==> config.mk <==
export PLATFORM = sky130hd
export DESIGN_NAME = telnet_option_negotiator
export DESIGN_NICKNAME = d
export VERILOG_FILES = /design/src/design/ton_pkg.sv /design/src/design/ton_opt_table.sv /design/src/design/ton_cap_buf.sv /design/src/design/telnet_option_negotiator.sv
export SDC_FILE = /design/constraint.sdc
export NUM_CORES = 2
export LEC_CHECK = 0
export BUFFER_PORTS_ARGS = -buffer_cell sky130_fd_sc_hd__buf_2
export CAP_MARGIN = 20
export CORE_MARGIN = 8
export CORE_UTILIZATION = 32
export CTS_CLUSTER_SIZE = 20
export DETAILED_ROUTE_END_ITERATION = 16
export HOLD_SLACK_MARGIN = 0.06
export PLACE_DENSITY_LB_ADDON = 0.2
export SETUP_SLACK_MARGIN = 0.2
export SYNTH_ARGS = -nofsm -noshare
export SYNTH_HDL_FRONTEND = slang
export SYNTH_SLANG_ARGS = --single-unit
==> constraint.sdc <==
create_clock -name clk -period 28 [get_ports clk]
set_clock_uncertainty 0.05 [all_clocks]
set_input_delay 2.8 -clock clk [delete_from_list [all_inputs] [get_ports clk]]
set_output_delay 2.8 -clock clk [all_outputs]
set_load 0.02 [all_outputs]
==> src/design/ton_pkg.sv <==
// ----------------------------------------------------------------------------
// ton_pkg
// Shared constants, codes and types of the telnet option negotiator.
// ----------------------------------------------------------------------------
package ton_pkg;

	localparam int CAPTURE_DEPTH_DEF = 64;

	localparam logic [7:0] B_IAC  = 8'd255;
	localparam logic [7:0] B_DONT = 8'd254;
	localparam logic [7:0] B_DO   = 8'd253;
	localparam logic [7:0] B_WONT = 8'd252;
	localparam logic [7:0] B_WILL = 8'd251;
	localparam logic [7:0] B_SB   = 8'd250;
	localparam logic [7:0] B_SE   = 8'd240;
	localparam logic [7:0] OPT_TTYPE = 8'd24;
	localparam logic [7:0] OPT_NAWS  = 8'd31;

	localparam logic [2:0] OS_NONE = 3'd0;
	localparam logic [2:0] OS_WILL = 3'd1;
	localparam logic [2:0] OS_WONT = 3'd2;
	localparam logic [2:0] OS_DO   = 3'd3;
	localparam logic [2:0] OS_DONT = 3'd4;

	localparam logic [2:0] K_APP    = 3'd0;
	localparam logic [2:0] K_PEER   = 3'd1;
	localparam logic [2:0] K_WS     = 3'd2;
	localparam logic [2:0] K_TT     = 3'd3;
	localparam logic [2:0] K_TTDEF  = 3'd4;
	localparam logic [2:0] K_OSTATE = 3'd5;

	localparam logic [1:0] CMD_NET   = 2'd0;
	localparam logic [1:0] CMD_SEND  = 2'd1;
	localparam logic [1:0] CMD_QUERY = 2'd2;

	typedef struct packed {
		logic       rd_en;
		logic [7:0] rd_addr;
		logic       wr_en;
		logic [7:0] wr_addr;
		logic [2:0] wr_data;
	} ton_tbl_req_t;

	// Terminal-type request sent to the peer: IAC SB 24 1 IAC SE.
	function automatic logic [7:0] ttreq_byte(input logic [2:0] idx);
		logic [7:0] b;
		case (idx)
			3'd0: b = B_IAC;
			3'd1: b = B_SB;
			3'd2: b = OPT_TTYPE;
			3'd3: b = 8'd1;
			3'd4: b = B_IAC;
			3'd5: b = B_SE;
			default: b = 8'd0;
		endcase
		return b;
	endfunction

endpackage

==> src/design/ton_opt_table.sv <==
// ----------------------------------------------------------------------------
// ton_opt_table
// 256-entry option state memory with registered read and per-entry valid bits.
// ----------------------------------------------------------------------------
module ton_opt_table (
	input  logic                  clk,
	input  logic                  arst_n,
	input  ton_pkg::ton_tbl_req_t req,
	output logic [2:0]            rd_data
);

	logic [2:0]   mem [256];
	logic [255:0] valid_q;
	logic [2:0]   rd_data_q;
	logic         rd_valid_q;

	always_ff @(posedge clk) begin
		if (req.wr_en) begin
			mem[req.wr_addr] <= req.wr_data;
		end
		if (req.rd_en) begin
			rd_data_q <= mem[req.rd_addr];
		end
	end

	always_ff @(posedge clk or negedge arst_n) begin
		if (!arst_n) begin
			valid_q    <= '0;
			rd_valid_q <= 1'b0;
		end else begin
			if (req.wr_en) begin
				valid_q[req.wr_addr] <= 1'b1;
			end
			if (req.rd_en) begin
				rd_valid_q <= valid_q[req.rd_addr];
			end
		end
	end

	assign rd_data = rd_valid_q ? rd_data_q : ton_pkg::OS_NONE;

endmodule

==> src/design/ton_cap_buf.sv <==
// ----------------------------------------------------------------------------
// ton_cap_buf
// Subnegotiation capture buffer with registered read; unwritten entries read 0.
// ----------------------------------------------------------------------------
module ton_cap_buf #(
	parameter int DEPTH = ton_pkg::CAPTURE_DEPTH_DEF,
	parameter int AW    = $clog2(DEPTH)
) (
	input  logic          clk,
	input  logic          arst_n,
	input  logic          wr_en,
	input  logic [AW-1:0] wr_addr,
	input  logic [7:0]    wr_data,
	input  logic          rd_en,
	input  logic [AW-1:0] rd_addr,
	output logic [7:0]    rd_data
);

	logic [7:0]       mem [DEPTH];
	logic [DEPTH-1:0] valid_q;
	logic [7:0]       rd_data_q;
	logic             rd_valid_q;

	always_ff @(posedge clk) begin
		if (wr_en) begin
			mem[wr_addr] <= wr_data;
		end
		if (rd_en) begin
			rd_data_q <= mem[rd_addr];
		end
	end

	always_ff @(posedge clk or negedge arst_n) begin
		if (!arst_n) begin
			valid_q    <= '0;
			rd_valid_q <= 1'b0;
		end else begin
			if (wr_en) begin
				valid_q[wr_addr] <= 1'b1;
			end
			if (rd_en) begin
				rd_valid_q <= valid_q[rd_addr];
			end
		end
	end

	assign rd_data = rd_valid_q ? rd_data_q : 8'd0;

endmodule

==> src/design/telnet_option_negotiator.sv <==
// ----------------------------------------------------------------------------
// telnet_option_negotiator
// Telnet IAC parser with option table, subnegotiation capture and replies.
// ----------------------------------------------------------------------------
// Channel  Dir  Fields (lowest bit first)
// s_*      in   tuser: command; tdata: data_byte, verb
// m_*      out  tuser: kind; tdata: out_byte, columns, rows, option_state;
//               tlast: last
// APB      in   reg 0 default_columns at 0x0, reg 1 default_rows at 0x4
//
// An item is accepted in S_IDLE, which starts the option table read, and is
// handled in S_EXEC; a silent item, or one result into a free output register,
// is done there. A reply burst loads one byte a cycle while the output is free:
// a three-byte reply or the terminal type request. A window size report adds four
// capture buffer reads, a merge step and a load; each terminal type byte is
// read in S_TT_RD and loaded in S_TT_CHK. Reset clears the state, parse, count
// and output valid registers and both memories' valid bits at once. A stalled
// output holds the sequencer where it stands; s_tready is high only in S_IDLE.
// ----------------------------------------------------------------------------
module telnet_option_negotiator #(
	parameter int CAPTURE_DEPTH = ton_pkg::CAPTURE_DEPTH_DEF
) (
	input  logic        clk,
	input  logic        arst_n,
	input  logic        s_tvalid,
	output logic        s_tready,
	input  logic [15:0] s_tdata,  // data_byte[7:0], verb[9:8], zero
	input  logic [1:0]  s_tuser,  // command
	output logic        m_tvalid,
	input  logic        m_tready,
	output logic [47:0] m_tdata,  // out_byte, columns, rows, option_state, zero
	output logic [2:0]  m_tuser,  // kind
	output logic        m_tlast,
	input  logic        psel,
	input  logic        penable,
	input  logic        pwrite,
	input  logic [2:0]  paddr,
	input  logic [31:0] pwdata,
	output logic [31:0] prdata,
	output logic        pready
);

	localparam int AW = $clog2(CAPTURE_DEPTH);
	localparam int CW = $clog2(CAPTURE_DEPTH + 1);

	localparam logic [2:0] S_IDLE   = 3'd0;
	localparam logic [2:0] S_EXEC   = 3'd1;
	localparam logic [2:0] S_EMIT   = 3'd2;
	localparam logic [2:0] S_TT_RD  = 3'd3;
	localparam logic [2:0] S_TT_CHK = 3'd4;
	localparam logic [2:0] S_WS     = 3'd5;

	localparam logic [3:0] P_IDLE   = 4'd0;
	localparam logic [3:0] P_IAC    = 4'd1;
	localparam logic [3:0] P_DO     = 4'd2;
	localparam logic [3:0] P_DONT   = 4'd3;
	localparam logic [3:0] P_WILL   = 4'd4;
	localparam logic [3:0] P_WONT   = 4'd5;
	localparam logic [3:0] P_SB     = 4'd6;
	localparam logic [3:0] P_SKIP   = 4'd7;
	localparam logic [3:0] P_CAP_TT = 4'd8;
	localparam logic [3:0] P_CAP_WS = 4'd9;
	localparam logic [3:0] P_CAP_OT = 4'd10;
	localparam logic [3:0] P_ESC_TT = 4'd11;
	localparam logic [3:0] P_ESC_WS = 4'd12;
	localparam logic [3:0] P_ESC_OT = 4'd13;

	localparam logic [1:0] SQ_ONE   = 2'd0;
	localparam logic [1:0] SQ_PEER3 = 2'd1;
	localparam logic [1:0] SQ_TTREQ = 2'd2;

	logic [2:0]  state_q, state_d;
	logic [3:0]  parse_q, parse_d;
	logic [1:0]  cmd_q;
	logic [7:0]  ch_q;
	logic [1:0]  verb_q;
	logic [1:0]  seq_q, seq_d;
	logic [2:0]  idx_q, idx_d;
	logic [2:0]  res_kind_q, res_kind_d;
	logic [7:0]  res_byte_q, res_byte_d;
	logic [15:0] res_cols_q, res_cols_d;
	logic [15:0] res_rows_q, res_rows_d;
	logic [2:0]  res_os_q, res_os_d;
	logic [CW-1:0] cnt_q, cnt_d;
	logic [CW-1:0] tt_i_q, tt_i_d;
	logic [2:0]  ws_i_q, ws_i_d;
	logic [23:0] acc_q, acc_d;
	logic [15:0] def_cols_q, def_rows_q;

	logic        out_valid_q;
	logic [2:0]  out_kind_q;
	logic [7:0]  out_byte_q;
	logic [15:0] out_cols_q, out_rows_q;
	logic [2:0]  out_os_q;
	logic        out_last_q;

	logic        ld_en, ld_last;
	logic [2:0]  ld_kind, ld_os;
	logic [7:0]  ld_byte;
	logic [15:0] ld_cols, ld_rows;

	ton_pkg::ton_tbl_req_t tbl_req;
	logic [2:0]  tbl_rd;
	logic        cap_wr_en, cap_rd_en;
	logic [AW-1:0] cap_wr_addr, cap_rd_addr;
	logic [7:0]  cap_wr_data, cap_rd;

	logic        accept, can_load, one_res, ww, dd, cfg_wr;

	ton_opt_table u_tbl (
		.clk     (clk),
		.arst_n  (arst_n),
		.req     (tbl_req),
		.rd_data (tbl_rd)
	);

	ton_cap_buf #(
		.DEPTH (CAPTURE_DEPTH),
		.AW    (AW)
	) u_cap (
		.clk     (clk),
		.arst_n  (arst_n),
		.wr_en   (cap_wr_en),
		.wr_addr (cap_wr_addr),
		.wr_data (cap_wr_data),
		.rd_en   (cap_rd_en),
		.rd_addr (cap_rd_addr),
		.rd_data (cap_rd)
	);

	assign s_tready = (state_q == S_IDLE);
	assign accept   = s_tvalid && s_tready;
	assign can_load = !out_valid_q || m_tready;
	assign ww = (tbl_rd == ton_pkg::OS_WILL) || (tbl_rd == ton_pkg::OS_WONT);
	assign dd = (tbl_rd == ton_pkg::OS_DO) || (tbl_rd == ton_pkg::OS_DONT);

	always_comb begin
		state_d    = state_q;
		parse_d    = parse_q;
		seq_d      = seq_q;
		idx_d      = idx_q;
		res_kind_d = res_kind_q;
		res_byte_d = res_byte_q;
		res_cols_d = res_cols_q;
		res_rows_d = res_rows_q;
		res_os_d   = res_os_q;
		cnt_d      = cnt_q;
		tt_i_d     = tt_i_q;
		ws_i_d     = ws_i_q;
		acc_d      = acc_q;
		one_res    = 1'b0;
		ld_en      = 1'b0;
		ld_kind    = ton_pkg::K_APP;
		ld_byte    = 8'd0;
		ld_cols    = 16'd0;
		ld_rows    = 16'd0;
		ld_os      = ton_pkg::OS_NONE;
		ld_last    = 1'b0;
		tbl_req    = '0;
		cap_wr_en   = 1'b0;
		cap_wr_addr = cnt_q[AW-1:0];
		cap_wr_data = ch_q;
		cap_rd_en   = 1'b0;
		cap_rd_addr = tt_i_q[AW-1:0];

		case (state_q)
			S_IDLE: begin
				if (accept) begin
					tbl_req.rd_en   = 1'b1;
					tbl_req.rd_addr = s_tdata[7:0];
					state_d = S_EXEC;
				end
			end
			S_EXEC: begin
				state_d         = S_IDLE;
				tbl_req.wr_addr = ch_q;
				res_kind_d = ton_pkg::K_APP;
				res_byte_d = 8'd0;
				res_cols_d = 16'd0;
				res_rows_d = 16'd0;
				res_os_d   = ton_pkg::OS_NONE;
				idx_d      = 3'd0;
				case (cmd_q)
					ton_pkg::CMD_SEND: begin
						tbl_req.wr_en   = 1'b1;
						tbl_req.wr_data = ton_pkg::OS_WILL + {1'b0, verb_q};
						res_byte_d = ton_pkg::B_WILL + {6'd0, verb_q};
						seq_d   = SQ_PEER3;
						state_d = S_EMIT;
					end
					ton_pkg::CMD_QUERY: begin
						res_kind_d = ton_pkg::K_OSTATE;
						res_os_d   = tbl_rd;
						one_res    = 1'b1;
					end
					ton_pkg::CMD_NET: begin
						case (parse_q)
							P_IDLE: begin
								if (ch_q == ton_pkg::B_IAC) begin
									parse_d = P_IAC;
								end else begin
									res_byte_d = ch_q;
									one_res    = 1'b1;
								end
							end
							P_IAC: begin
								case (ch_q)
									ton_pkg::B_IAC: begin
										parse_d    = P_IDLE;
										res_byte_d = ch_q;
										one_res    = 1'b1;
									end
									ton_pkg::B_DO:   parse_d = P_DO;
									ton_pkg::B_DONT: parse_d = P_DONT;
									ton_pkg::B_WILL: parse_d = P_WILL;
									ton_pkg::B_WONT: parse_d = P_WONT;
									ton_pkg::B_SB:   parse_d = P_SB;
									default:         parse_d = P_SKIP;
								endcase
							end
							P_DO, P_DONT: begin
								parse_d       = P_IDLE;
								tbl_req.wr_en = 1'b1;
								if (ww) begin
									tbl_req.wr_data = (parse_q == P_DO) ?
										ton_pkg::OS_DO : ton_pkg::OS_DONT;
								end else begin
									tbl_req.wr_data = ton_pkg::OS_WONT;
									res_byte_d = ton_pkg::B_WONT;
									seq_d   = SQ_PEER3;
									state_d = S_EMIT;
								end
							end
							P_WILL: begin
								parse_d       = P_IDLE;
								tbl_req.wr_en = 1'b1;
								if (dd) begin
									tbl_req.wr_data = ton_pkg::OS_WILL;
									if (ch_q == ton_pkg::OPT_TTYPE) begin
										seq_d   = SQ_TTREQ;
										state_d = S_EMIT;
									end
								end else begin
									tbl_req.wr_data = ton_pkg::OS_DONT;
									res_byte_d = ton_pkg::B_DONT;
									seq_d   = SQ_PEER3;
									state_d = S_EMIT;
								end
							end
							P_WONT: begin
								parse_d       = P_IDLE;
								tbl_req.wr_en = 1'b1;
								if (dd) begin
									tbl_req.wr_data = ton_pkg::OS_WONT;
									if (ch_q == ton_pkg::OPT_TTYPE) begin
										res_kind_d = ton_pkg::K_TTDEF;
										one_res    = 1'b1;
									end else if (ch_q == ton_pkg::OPT_NAWS) begin
										res_kind_d = ton_pkg::K_WS;
										res_cols_d = def_cols_q;
										res_rows_d = def_rows_q;
										one_res    = 1'b1;
									end
								end else begin
									tbl_req.wr_data = ton_pkg::OS_DONT;
									res_byte_d = ton_pkg::B_DONT;
									seq_d   = SQ_PEER3;
									state_d = S_EMIT;
								end
							end
							P_SB: begin
								cnt_d = '0;
								if (ch_q == ton_pkg::OPT_TTYPE) begin
									parse_d = P_CAP_TT;
								end else if (ch_q == ton_pkg::OPT_NAWS) begin
									parse_d = P_CAP_WS;
								end else begin
									parse_d = P_CAP_OT;
								end
							end
							P_CAP_TT, P_CAP_WS, P_CAP_OT,
							P_ESC_TT, P_ESC_WS, P_ESC_OT: begin
								if (parse_q == P_CAP_TT || parse_q == P_CAP_WS ||
								    parse_q == P_CAP_OT) begin
									if (ch_q == ton_pkg::B_IAC) begin
										parse_d = parse_q + 4'd3;
									end
								end else if (ch_q == ton_pkg::B_IAC) begin
									parse_d = parse_q - 4'd3;
								end else begin
									parse_d = P_IDLE;
									if (ch_q == ton_pkg::B_SE && parse_q == P_ESC_TT) begin
										tt_i_d  = CW'(1);
										state_d = S_TT_RD;
									end else if (ch_q == ton_pkg::B_SE &&
									             parse_q == P_ESC_WS) begin
										ws_i_d  = 3'd0;
										state_d = S_WS;
									end
								end
								if ((ch_q != ton_pkg::B_IAC) == (parse_q < P_ESC_TT) &&
								    cnt_q < CW'(CAPTURE_DEPTH)) begin
									cap_wr_en = 1'b1;
									cnt_d     = cnt_q + CW'(1);
								end
							end
							default: begin
								parse_d = P_IDLE;
							end
						endcase
					end
					default: begin
					end
				endcase
				if (one_res) begin
					if (can_load) begin
						ld_en   = 1'b1;
						ld_kind = res_kind_d;
						ld_byte = res_byte_d;
						ld_cols = res_cols_d;
						ld_rows = res_rows_d;
						ld_os   = res_os_d;
						ld_last = 1'b1;
					end else begin
						seq_d   = SQ_ONE;
						state_d = S_EMIT;
					end
				end
			end
			S_EMIT: begin
				if (can_load) begin
					ld_en = 1'b1;
					case (seq_q)
						SQ_ONE: begin
							ld_kind = res_kind_q;
							ld_byte = res_byte_q;
							ld_cols = res_cols_q;
							ld_rows = res_rows_q;
							ld_os   = res_os_q;
							ld_last = 1'b1;
						end
						SQ_PEER3: begin
							ld_kind = ton_pkg::K_PEER;
							case (idx_q)
								3'd0:    ld_byte = ton_pkg::B_IAC;
								3'd1:    ld_byte = res_byte_q;
								default: ld_byte = ch_q;
							endcase
							ld_last = (idx_q == 3'd2);
						end
						default: begin
							ld_kind = ton_pkg::K_PEER;
							ld_byte = ton_pkg::ttreq_byte(idx_q);
							ld_last = (idx_q == 3'd5);
						end
					endcase
					idx_d = idx_q + 3'd1;
					if (ld_last) begin
						state_d = S_IDLE;
					end
				end
			end
			S_TT_RD: begin
				if (tt_i_q < cnt_q) begin
					cap_rd_en = 1'b1;
					state_d   = S_TT_CHK;
				end else if (can_load) begin
					ld_en   = 1'b1;
					ld_kind = ton_pkg::K_TT;
					ld_last = 1'b1;
					state_d = S_IDLE;
				end
			end
			S_TT_CHK: begin
				if (can_load) begin
					ld_en   = 1'b1;
					ld_kind = ton_pkg::K_TT;
					ld_byte = cap_rd;
					if (cap_rd == 8'd0) begin
						ld_last = 1'b1;
						state_d = S_IDLE;
					end else begin
						tt_i_d  = tt_i_q + CW'(1);
						state_d = S_TT_RD;
					end
				end
			end
			S_WS: begin
				if (ws_i_q != 3'd0) begin
					acc_d = {acc_q[15:0], cap_rd};
				end
				if (ws_i_q < 3'd4) begin
					cap_rd_en   = 1'b1;
					cap_rd_addr = AW'(ws_i_q);
					ws_i_d      = ws_i_q + 3'd1;
				end else begin
					res_kind_d = ton_pkg::K_WS;
					res_byte_d = 8'd0;
					res_cols_d = acc_q[23:8];
					res_rows_d = {acc_q[7:0], cap_rd};
					res_os_d   = ton_pkg::OS_NONE;
					seq_d      = SQ_ONE;
					state_d    = S_EMIT;
				end
			end
			default: begin
				state_d = S_IDLE;
			end
		endcase
	end

	always_ff @(posedge clk or negedge arst_n) begin
		if (!arst_n) begin
			state_q     <= S_IDLE;
			parse_q     <= P_IDLE;
			cnt_q       <= '0;
			out_valid_q <= 1'b0;
			def_cols_q  <= 16'd80;
			def_rows_q  <= 16'd25;
		end else begin
			state_q <= state_d;
			parse_q <= parse_d;
			cnt_q   <= cnt_d;
			if (ld_en) begin
				out_valid_q <= 1'b1;
			end else if (m_tready) begin
				out_valid_q <= 1'b0;
			end
			if (cfg_wr) begin
				if (paddr[2]) begin
					def_rows_q <= pwdata[15:0];
				end else begin
					def_cols_q <= pwdata[15:0];
				end
			end
		end
	end

	always_ff @(posedge clk) begin
		if (accept) begin
			cmd_q  <= s_tuser;
			ch_q   <= s_tdata[7:0];
			verb_q <= s_tdata[9:8];
		end
		seq_q      <= seq_d;
		idx_q      <= idx_d;
		res_kind_q <= res_kind_d;
		res_byte_q <= res_byte_d;
		res_cols_q <= res_cols_d;
		res_rows_q <= res_rows_d;
		res_os_q   <= res_os_d;
		tt_i_q     <= tt_i_d;
		ws_i_q     <= ws_i_d;
		acc_q      <= acc_d;
		if (ld_en) begin
			out_kind_q <= ld_kind;
			out_byte_q <= ld_byte;
			out_cols_q <= ld_cols;
			out_rows_q <= ld_rows;
			out_os_q   <= ld_os;
			out_last_q <= ld_last;
		end
	end

	assign m_tvalid = out_valid_q;
	assign m_tuser  = out_kind_q;
	assign m_tdata  = {5'd0, out_os_q, out_rows_q, out_cols_q, out_byte_q};
	assign m_tlast  = out_last_q;

	assign cfg_wr = psel && penable && pwrite && pready;
	assign pready = 1'b1;
	assign prdata = {16'd0, paddr[2] ? def_rows_q : def_cols_q};

endmodule
# Yosys cells after proc, flatten, opt, wreduce, memory -nomap -nowiden
# Memories as Yosys holds them, arrays and structs flattened. A register that Yosys moved wholly into a read port is not among the register bits.
# Index checks and enable logic that the tools add are counted.
# word_totals
register_bits,513
ram_bits,1280
input_bits,60
out_inout_bits,87
wordCells,328
memories,2
# mem_list
memory,words,word_bits,read_ports,rd_ports_with_merged_regs,wr,line_no,source
u_tbl.mem,256,3,1,1,1,ton_opt_table.sv:12,logic [2:0] mem [256];
u_cap.mem,64,8,1,1,1,ton_cap_buf.sv:19,logic [7:0] mem [DEPTH];
# classes
add_sub_neg,8
order_cmp,10
n_eq_ne,58
mux,176
n_bitwise,3
n_reduce_logical,42
# ops
operator,n
16-bit 2-to-1 mux,21
256-bit OR,1
16-bit one-hot mux with 2 select lines,4
3-bit 2-to-1 mux,40
8-bit 2-to-1 mux,10
64-bit OR,1
8-bit one-hot mux with 2 select lines,4
8-bit equality test (second input constant),7
7-bit 2-to-1 mux,8
3-bit one-hot mux with 2 select lines,8
8-bit one-hot mux with 5 select lines,1
3-bit one-hot mux with 6 select lines,2
2-bit 2-to-1 mux,16
8-bit one-hot mux with 4 select lines,1
1-bit 2-to-1 mux,31
7-bit one-hot mux with 2 select lines,2
2-bit != test (second input constant),13
4-bit equality test (second input constant),6
3-bit one-hot mux with 4 select lines,2
8-bit one-hot mux with 3 select lines,1
3-bit by 2-bit equality test with 1-bit output (second input constant),6
8-bit by 9-bit less-than comparator with 1-bit output (second input constant),2
9-bit 2-to-1 mux,2
8-bit by 5-bit equality test with 1-bit output (second input constant),2
other kinds (55),106

# Logic depth before layout (Yosys ltp)
# depth
depth_word,12
depth_mapped,14
ltp_nobuf,10

# Hierarchy
# From an unflattened synthesis, not the netlist that was laid out.
# unflattened
hier_cells,4269
hier_area_um2,73304.1
# modules_own_cells
mod,n_inst,cells_per_inst,area_each_um2,seq_area_each_um2
ton_opt_table,1,2298,40664.0,29583.4
ton_cap_buf,1,1050,22758.1,17241.5
telnet_option_negotiator,1,921,9882.0,5506.5

# Least setup slack after synthesis
# Ideal clock, no wire load.
# synth_path
path_type,flip-flop to flip-flop
from,reg u_tbl.rd_data_q[0] (read register of u_tbl.mem)
to,mem u_tbl.mem[0][0] (data pin)
setup_ns,2.096
t_arrival_ns,11.173
t_required_ns,25.854
slack_ns,14.681
stages_incl_launch_ff,7
path_buffers,0
period_less_slack_ns,13.319
cell_sequence,edfxtp_1 > or3b_2 > a21boi_1 > a31oi_1 > nor3b_1 > a21oi_1 > nor3_1
# synth_rtl
item,line_no,source
start: declaration,ton_opt_table.sv:14,logic [2:0] rd_data_q;
end: declaration,ton_opt_table.sv:12,

# Worst setup path in the final report
# layout_path
from,in s_tvalid
to,reg u_tbl.rd_data_q[2] (read register of u_tbl.mem) (data pin)
# layout_via
elab_chain_len,3
# layout_rtl
item,line_no,source
start: declaration,telnet_option_negotiator.sv:25,"input logic s_tvalid,"
1-bit logical AND,telnet_option_negotiator.sv:132,assign accept = s_tvalid && s_tready;
9-bit 2-to-1 mux,telnet_option_negotiator.sv:168,if (accept) begin
9-bit 2-to-1 mux,telnet_option_negotiator.sv:166,case (state_q)
# No other way between the ends.
# A chain may end at the register's enable or synchronous reset.

==> flow_metrics.env <==
export IMPL_status="finished clean"
export IMPL_path_clk_slew_ns=0.06
export IMPL_ir_drop_mv=0.06368
export IMPL_timing_reg2reg_setup_slack_ns=21.73
export IMPL_comb_power_share_pct=15.0
export IMPL_dieArea_um2=248500
export IMPL_clock_latency_ns=0.86
export IMPL_synth_top_flop_cell="edfxtp_1"
export IMPL_fmax_mhz=129.9
export IMPL_worst_hold_path_type="flop to flop"
export IMPL_rsz0062_at_grt="no"
export IMPL_leakagePower_nw=30.73
export IMPL_worst_ep_required_time_ns=28.47
export IMPL_min_to="acc_q[14]"
export IMPL_grt_pass1_vias=45300
export IMPL_worstPathArrival_ns=8.17
export IMPL_hold_viol=0
export IMPL_cap_violations=0
export IMPL_drt_iter0_markers=4229
export IMPL_grt_overflow_total=0
export IMPL_ios=147
export IMPL_synth_cell_types=88
export IMPL_yosys_register_bits=1804
export IMPL_synth_top_area_cell="edfxtp_1"
export IMPL_cts_sinks=1804
export IMPL_cts_tree="yes"
export IMPL_ys_seq_area_share_pct=70.24
export IMPL_max_clock_path_buffers=3
export IMPL_critPathTopFamily="buffers and inverters"
export IMPL_cts_root_buf="clkbuf_16"
export IMPL_syn_area_um2=74500
export IMPL_worstPathMaxFanout=37
export IMPL_synthMostInstantiatedCell="edfxtp_1"
export IMPL_pwr_density_cell_nw_per_um2=79.73
export IMPL_drt_wl_total_um=227300
export IMPL_path_buf_inv=6
export IMPL_start_kind="input port"
export IMPL_endpoint_kind="flop"
export IMPL_ys_top_cells_by_area="edfxtp_1, dfrtp_1, mux4_2, nand2_1, or2_2"
export IMPL_place_gp_congestion=0.8113
export IMPL_fp_dieW_um=498.5
export IMPL_max_stage_delay_ns=0.64
export IMPL_seqPwrFrac_pct=46.6
export IMPL_yosys_area_top_type_share_pct=57.84
export IMPL_final_area_um2=84850
export IMPL_path_cells="buf_2 -> or4b_4 -> buf_4 -> nor2_8 -> buf_4 -> buf_4 -> mux4_2 -> a22oi_1 -> a31oi_1 -> buf_4 -> a2111oi_0 -> buf_4 -> or4b_1"
export IMPL_yosysWarnings=0
export IMPL_p_int_mw=4.845
export IMPL_portBuffers=100
export IMPL_reg2reg_to="u_tbl.rd_data_q[2]"
export IMPL_timing_rr_start="state_q[2]"
export IMPL_postRouteAntennaNets=0
export IMPL_dp_hpwl_um=136000
export IMPL_viasPerCell=5.306
export IMPL_fin_setup_tns_ns=0
export IMPL_hp_start="acc_q[6]"
export IMPL_worstHoldPathCells=0
export IMPL_synthArstFlopShare_pct=20.45
export IMPL_vias=45790
export IMPL_switching_share_pct=28.37
export IMPL_synth_edf_count=1435
export IMPL_period_share_pct=27.50
export IMPL_grt_use_total_pct=17.70
export IMPL_whs_ns=0.4025
export IMPL_power_frac_clock_pct=38.4
export IMPL_h_tree_depth=4
export IMPL_finalPower_mw=6.765
export IMPL_worst_setup_path_type="input port to flop"
export IMPL_grt_max_degree=214
export IMPL_cts_setup_buffers=0
export IMPL_fp_dieH_um=498.5
export IMPL_relSlewSlack_pct=23.34
export IMPL_cts_repair_resize_count=0
export IMPL_cts_buffers=195
export IMPL_switchingPower_mw=1.919
export IMPL_syn_avg_cell_area_um2=13.92
export IMPL_syn_inst=5351
export IMPL_cts_hold_buf=0
export IMPL_antenna_found_initial=8
export IMPL_start_util_pct=32.10
export IMPL_place_area_um2=78310
export IMPL_nets=5495
export IMPL_tightest_slew_ns=1.150
export IMPL_rows=177
export IMPL_r2r_cells=12
export IMPL_grt_pass1_wl_um=329000
export IMPL_area_delta_synth_final_pct=13.89
export IMPL_min_period_ns=7.699
export IMPL_fp_coreArea_um2=232100
export IMPL_maxSlewViolCount=0
export IMPL_wire_per_inst_um=26.34
export IMPL_fin_util_pct=36.56
export IMPL_setup_viol=0
export IMPL_cp_slowest_cell="buf_4"
export IMPL_first_pass_iters=5
export IMPL_drive_gt1_share_pct=19.89
export IMPL_synth_commonest_cells="edfxtp_1, nand2_1, nor2_1"
export IMPL_cpMostUsedCell="buf_4"
export IMPL_drc_errors=0
-- kinds of logic (layout without fill, tap and decap cells) --
logic type,count (synthesis),after routing,synth area share [%]
adder cells (fa/ha/maj),22,22,0.3695
AND/OR/NAND/NOR,1965,1965,12.30
XOR/XNOR,12,12,0.1411
buffers and inverters,414,628,2.507
other,2,23,0.01008
multiplexers,353,353,6.949
AO/OA/AOI/OAI,779,779,7.480
flip-flops,1804,1804,70.24
-- sequential cells by signal, indices dropped and copies added, names as in the netlist, 24 cells and up --
| signal | flops |
|---|---|
| u_cap.mem | 512 |
| acc_q | 24 |
| u_cap.valid_q | 64 |
| u_tbl.valid_q | 256 |
| u_tbl.mem | 768 |
-- how the worst max path moves through the flow --
stage | start | end | slack [ns] | depth (start not counted)
detailed placement | s_tvalid | u_tbl.rd_data_q[2] | 19.47 | 13
global placement | s_tvalid | u_tbl.rd_data_q[2] | 19.55 | 13
global route | s_tvalid | u_tbl.rd_data_q[2] | 20.21 | 13
floorplan | u_tbl.rd_data_q[0] | u_tbl.mem[0][0] | 14.68 | 6
CTS | s_tvalid | u_tbl.rd_data_q[2] | 20.40 | 13
finish | s_tvalid | u_tbl.rd_data_q[2] | 20.30 | 13
-- area by class of cell --
cell class	count	area (µm²)
sequential	1804	52330
clock buffer	268	5404
clock inverter	101	1079
tap	3043	3807
antenna	1	2.502
multi-input combinational	3153	20600
fill	22070	147200
timing repair buffer	213	1444
inverter	46	180.2
-- per-layer routing --
| metal | wire (µm) | track usage (%) |
|---|---|---|
| met1 | 101700 | 24.96 |
| met3 | 13070 | 2.812 |
| met2 | 105700 | 28.16 |
| met5 | 13 | 0 |
| met4 | 6869 | 5.489 |
-- layout by cell type, fill, tap and decap left out, types with 19 or more instances in the layout --
| cell | n |
|---|---|
| edfxtp_1 | 1435 |
| nand2_1 | 698 |
| nor2_1 | 425 |
| dfrtp_1 | 364 |
| or2_2 | 309 |
| nand3_1 | 250 |
| clkbuf_16 | 195 |
| o21ai_0 | 142 |
| mux2i_1 | 126 |
| mux4_2 | 121 |
| buf_4 | 107 |
| mux2_2 | 103 |
| buf_2 | 97 |
| a21oi_1 | 92 |
| a211oi_1 | 76 |
| and3_1 | 68 |
| a311oi_1 | 64 |
| o221ai_1 | 57 |
| a31oi_1 | 50 |
| clkbuf_1 | 48 |
| o22ai_1 | 45 |
| clkinv_2 | 43 |
| inv_1 | 41 |
| a22o_1 | 40 |
| nand4_1 | 39 |
| a221oi_1 | 38 |
| nor3_1 | 31 |
| clkinv_1 | 27 |
| and2_1 | 26 |
| clkbuf_8 | 26 |
| ha_1 | 22 |
| conb_1 | 22 |
| a22oi_1 | 21 |
| a311o_1 | 19 |
-- power by group through the flow --
| stage | combinational [mW] | sequential, mW | clock (mW) |
|---|---|---|---|
| floorplan | 0.562 | 3.25 | 0 |
| global placement | 1.02 | 3.21 | 0 |
| detailed placement | 1.02 | 3.21 | 0 |
| CTS | 1.02 | 3.16 | 2.65 |
| global route | 1.09 | 3.17 | 2.75 |
| finish | 1.01 | 3.16 | 2.60 |
-- stage by stage --
stage                     setup WS (ns)  cells
after floorplan                   14.68   5371
after global placement            19.55   8253
after detailed placement          19.47   8253
after CTS                         20.40   8622
after global routing              20.21   8629
final                             20.30   8629
No activity file was read; power rests on OpenSTA's default activity.
